File: config.mk
export PLATFORM = sky130hd
export DESIGN_NAME = fgq_queue
export DESIGN_NICKNAME = d
export VERILOG_FILES = /design/src/rtl/fgq_pkg.sv /design/src/rtl/fgq_queue.sv
export SDC_FILE = /design/constraint.sdc
export NUM_CORES = 2
export LEC_CHECK = 0
export ABC_AREA = 1
export BUFFER_PORTS_ARGS = -buffer_cell sky130_fd_sc_hd__buf_2
export CORE_MARGIN = 5
export CORE_UTILIZATION = 45
export CTS_BUF_LIST = sky130_fd_sc_hd__clkbuf_4
export DETAILED_ROUTE_END_ITERATION = 8
export PLACE_DENSITY = 0.61
export REMOVE_ABC_BUFFERS = 1
export SYNTH_ARGS = -nofsm -noshare
export SYNTH_HDL_FRONTEND = slang
export SYNTH_SLANG_ARGS = --single-unit
File: constraint.sdc
create_clock -name clk -period 13.4 [get_ports clk]
set_input_delay 0.67 -clock clk [delete_from_list [all_inputs] [get_ports clk]]
set_output_delay 0.67 -clock clk [all_outputs]
set_load 0.005 [all_outputs]
File: src/rtl/fgq_pkg.sv
// fgq_pkg: shared constants, opcodes and transfer structs of face_geometry_query.
// No dependencies.
package fgq_pkg;

	localparam int NODE_DEPTH = 1024;
	localparam int FACE_DEPTH = 1024;
	localparam int CELL_DEPTH = 1024;

	// queue between lookup front and arithmetic back; power of two
	localparam int QDEPTH = 8;
	localparam int QAW    = $clog2(QDEPTH);
	localparam int QCW    = $clog2(QDEPTH + 1);

	localparam int SQ_STEPS  = 34;
	localparam int DIV_STEPS = 32;

	localparam logic [1:0] OP_NODE  = 2'd0;
	localparam logic [1:0] OP_FACE  = 2'd1;
	localparam logic [1:0] OP_CENT  = 2'd2;
	localparam logic [1:0] OP_QUERY = 2'd3;

	localparam logic signed [31:0] NORM_ONE = 32'sh4000_0000;

	typedef struct packed {
		logic signed [31:0] ax;
		logic signed [31:0] ay;
		logic signed [31:0] bx;
		logic signed [31:0] by;
		logic signed [31:0] gx;
		logic signed [31:0] gy;
		logic signed [10:0] nbr;
	} qitem_t;

	typedef struct packed {
		logic   vld;
		qitem_t item;
	} qpush_t;

	typedef struct packed {
		logic signed [31:0] mx;
		logic signed [31:0] my;
		logic signed [32:0] ex;
		logic signed [32:0] ey;
		logic               neg_x;
		logic               neg_y;
		logic               degen;
		logic signed [10:0] nbr;
		logic [32:0]        kx;
		logic [32:0]        ky;
		logic [32:0]        len;
	} tag_t;

endpackage

File: src/rtl/fgq_queue.sv
// fgq_queue: short first-word-fall-through queue of query operands.
// Depends on fgq_pkg.
module fgq_queue (
	input  logic                    clk,
	input  logic                    arst_n,
	input  fgq_pkg::qpush_t         push,
	input  logic                    pop,
	output logic                    out_vld,
	output fgq_pkg::qitem_t         out_item,
	output logic [fgq_pkg::QCW-1:0] count
);
	import fgq_pkg::*;

	qitem_t           mem_q [QDEPTH];
	logic [QAW-1:0]   wptr_q, rptr_q;
	logic [QCW-1:0]   cnt_q;
	logic             do_pop;

	assign do_pop   = pop && cnt_q != '0;
	assign out_vld  = cnt_q != '0;
	assign out_item = mem_q[rptr_q];
	assign count    = cnt_q;

	always_ff @(posedge clk) begin
		if (push.vld) begin
			mem_q[wptr_q] <= push.item;
		end
	end

	always_ff @(posedge clk or negedge arst_n) begin
		if (!arst_n) begin
			wptr_q <= '0;
			rptr_q <= '0;
			cnt_q  <= '0;
		end else begin
			if (push.vld) begin
				wptr_q <= wptr_q + 1'b1;
			end
			if (do_pop) begin
				rptr_q <= rptr_q + 1'b1;
			end
			cnt_q <= cnt_q + QCW'(push.vld) - QCW'(do_pop);
		end
	end

endmodule

==> results.py <==
metrics = {
    "status": {
        "outcome": "completed",
    },
    "routing": {
        "drtIter0Drc": 3557,
        "drtAntennaViolNets": 0,
        "via_per_inst": 4.71,
        "wl_per_cell_microns": 16.7,
        "via_count": 49300,
        "drt_first_pass_iters": 6,
        "wl_microns": 175000,
        "drc": 0,
    },
    "yosys": {
        "ys_ff_latch": 1634,
        "syn_avg_cell_area_sq_um": 10.0,
        "synth_cells": 7082,
        "syn-cell-area_sq_um": 70900,
        "synth-seq-area-share_pct": 69.1,
        "synth_cell_types": 19,
        "ys.warnings.count": 0,
    },
    "timing": {
        "max_freq_mhz": 147,
        "period_minus_slack_ps": 6790,
        "finalHoldViolCount": 0,
        "setup_ws_ps": 6610,
        "worst_slew_margin_rel_pct": 20.5,
        "slew_viol_final": 0,
        "tns_ps": 0,
        "setup-violations-final": 0,
        "finalClockSkew_ps": 70.0,
        "rsz0062_at_grt": "false",
        "worst_slew_pin_slew_ps": 1190,
        "period_share_pct": 50.7,
    },
    "critical_path": {
        "crit_type": "flop to output port",
        "critPathRequiredTime_ps": 12730,
        "cp_max_fo": 81,
        "cp-end-kind": "output port",
        "start_kind": "flop",
        "crit_arrival_ps": 6120,
    },
    "clocking": {
        "clk_pin_slew_worst_paths_ps": 60,
        "clock_path_buffers": 4,
        "cts.sinks": 1634,
        "clkLatencyLatePin_ps": 1320,
        "cts_buffers": 444,
        "cts_tree": "yes",
        "cts-htree-levels": 5,
        "post_cts_buffers": 0,
        "root_buffer": "clkbuf_4",
        "post_cts_resized": 0,
    },
    "grt": {
        "overflow": 0,
        "grt_start_max_net_pins": 224,
        "grt_pass1_wl_microns": 269000,
        "antenna_found_initial": 34,
        "grt_pass1_vias": 48600,
        "grt_usage_pct": 21.0,
    },
    "floorplan": {
        "start_util_pct": 45.3,
        "pin_count": 415,
        "die-area_sq_um": 166000,
        "fp.dieH_microns": 407,
        "fp.dieW_microns": 407,
        "rows": 145,
        "coreArea_sq_um": 157000,
    },
    "cells_and_area": {
        "multiInputGateArea_sq_um": 14300,
        "drive_gt1_share_pct": 13.9,
        "regArea_sq_um": 49000,
        "nNetsFinal": 8263,
        "synthToLayoutAreaGrowth_pct": 18.3,
        "fin_cells": 10500,
        "final.fill_count": 13900,
    },
    "place": {
        "pre_cts_slack_ps": 7990,
        "dp_hpwl_microns": 85500,
        "place.gp.congestion": 0.738,
        "dp.cells": 9295,
        "io_buffers": 414,
    },
    "worst_hold_path": {
        "worstHoldPathType": "input port to flop",
    },
    "flow_run": {
        "max_cap_violations": 0,
    },
    "pwr": {
        "power_density_nw_per_um2": 195,
        "p_leak_nw": 39.2,
        "vdd_drop_max_v": 0.000159,
    },
}
==> through the flow <==
stage	utilization (%)	area (sq um)	power, mW	hold slack [ps]
2_1_floorplan	-	69400	10.8	374
3_3_place_gp	47.7	74700	12.0	515
5_1_grt	53.6	83900	17.5	33.8
3_5_place_dp	47.7	74700	12.1	538
4_1_cts	53.6	83900	16.6	0.223
6_report	53.6	83900	16.4	179
==> path summary, 6_finish.rpt <==
kind,start,end,slack (ps),cells after the start
max,rptr_q[0],out_item[179],6610,10
min,push[142],mem_q[0][142],180,2
max reg2reg,wptr_q[0],mem_q[3][17],9720,4
min reg2reg,wptr_q[0],wptr_q[0],550,2
max in group asynchronous,arst_n,rptr_q[0],12660,3
min in group asynchronous,arst_n,count[1],370,3
==> timing repair <==
action / 4_1_cts / 5_1_grt
setup endpoints to repair: 0 / 0
endpoints found under the hold margin: 1644 / 0
hold buffers: 365 / 0
==> cell families (layout without fill, tap and decap cells) <==
family / count (synthesis) / after routing / share of synthesized area (%)
other: 0 / 28 / 0
adder cells (fa/ha/maj): 8 / 8 / 0.152
AND/OR/NAND/NOR: 3475 / 3475 / 19.8
AO/OA/AOI/OAI: 4 / 4 / 0.0282
flip-flops: 1634 / 1634 / 69.1
XOR/XNOR: 5 / 5 / 0.0617
buffers and inverters: 1956 / 3242 / 10.8
==> cells in the mapped netlist <==
cell type | n | area share, %
nand2_1 | 2652 | 14
inv_1 | 1639 | 8.7
edfxtp_1 | 1624 | 69
nand3_1 | 814 | 5.7
buf_2 | 226 | 1.6
clkbuf_1 | 52 | 0.28
buf_1 | 21 | 0.11
buf_4 | 16 | 0.17
dfrtp_1 | 10 | 0.35
nor2_1 | 8 | 0.042
ha_1 | 7 | 0.12
o21ai_0 | 3 | 0.021
xor2_1 | 3 | 0.037
xnor2_1 | 2 | 0.025
a21oi_1 | 1 | 0.0070
clkinv_1 | 1 | 0.0053
fa_1 | 1 | 0.028
inv_2 | 1 | 0.0053
or2_2 | 1 | 0.0088
==> final cells by class <==
type	count	share of cell area [%]
sequential	1634	58.4
inverter	1641	7.36
antenna	28	0.0835
multi-input combinational	3492	17.0
clock inverter	112	0.750
clock buffer	654	5.85
timing repair buffer	835	7.46
tap	2058	3.07
==> state kept, by name, summed over array words and instances, names as in the netlist <==
name,count
wptr_q,3
mem_q,1624
rptr_q,3
count,4
==> metal layers <==
metal	wire, microns	GRT usage (%)	vias up
li1	-	-	24300
met1	75400	27.3	23200
met2	83100	34.5	1448
met3	11900	5.12	307
met4	4360	7.44	16
met5	104	0	-
==> cells in the final DEF, fill, tap and decap left out, drive strengths merged, types with 8 or more instances in the layout <==
cell type	count
nand3	814
nor2	8
dfrtp	10
nand2	2652
clkinv	101
clkbuf	654
buf	470
diode	28
dlygate4sd3	365
edfxtp	1624
inv	1643
==> worst max-delay path: stages, from the launching register on <==
cell,delay (ps)
dfrtp_4,950
buf_4,800
buf_4,780
buf_4,870
buf_4,650
nand2_1,120
nand3_1,100
nand2_1,60
nand2_1,50
nand2_1,120
buf_2,150
==> power by group <==
part	internal, mW	leakage, nW	switching, mW
sequential	6.19	14.9	0.184
combinational	1.70	21.1	3.94
clock	2.35	3.31	2.00
total	10.2	39.2	6.13
Note: power is estimated with default switching activity, not from simulation.
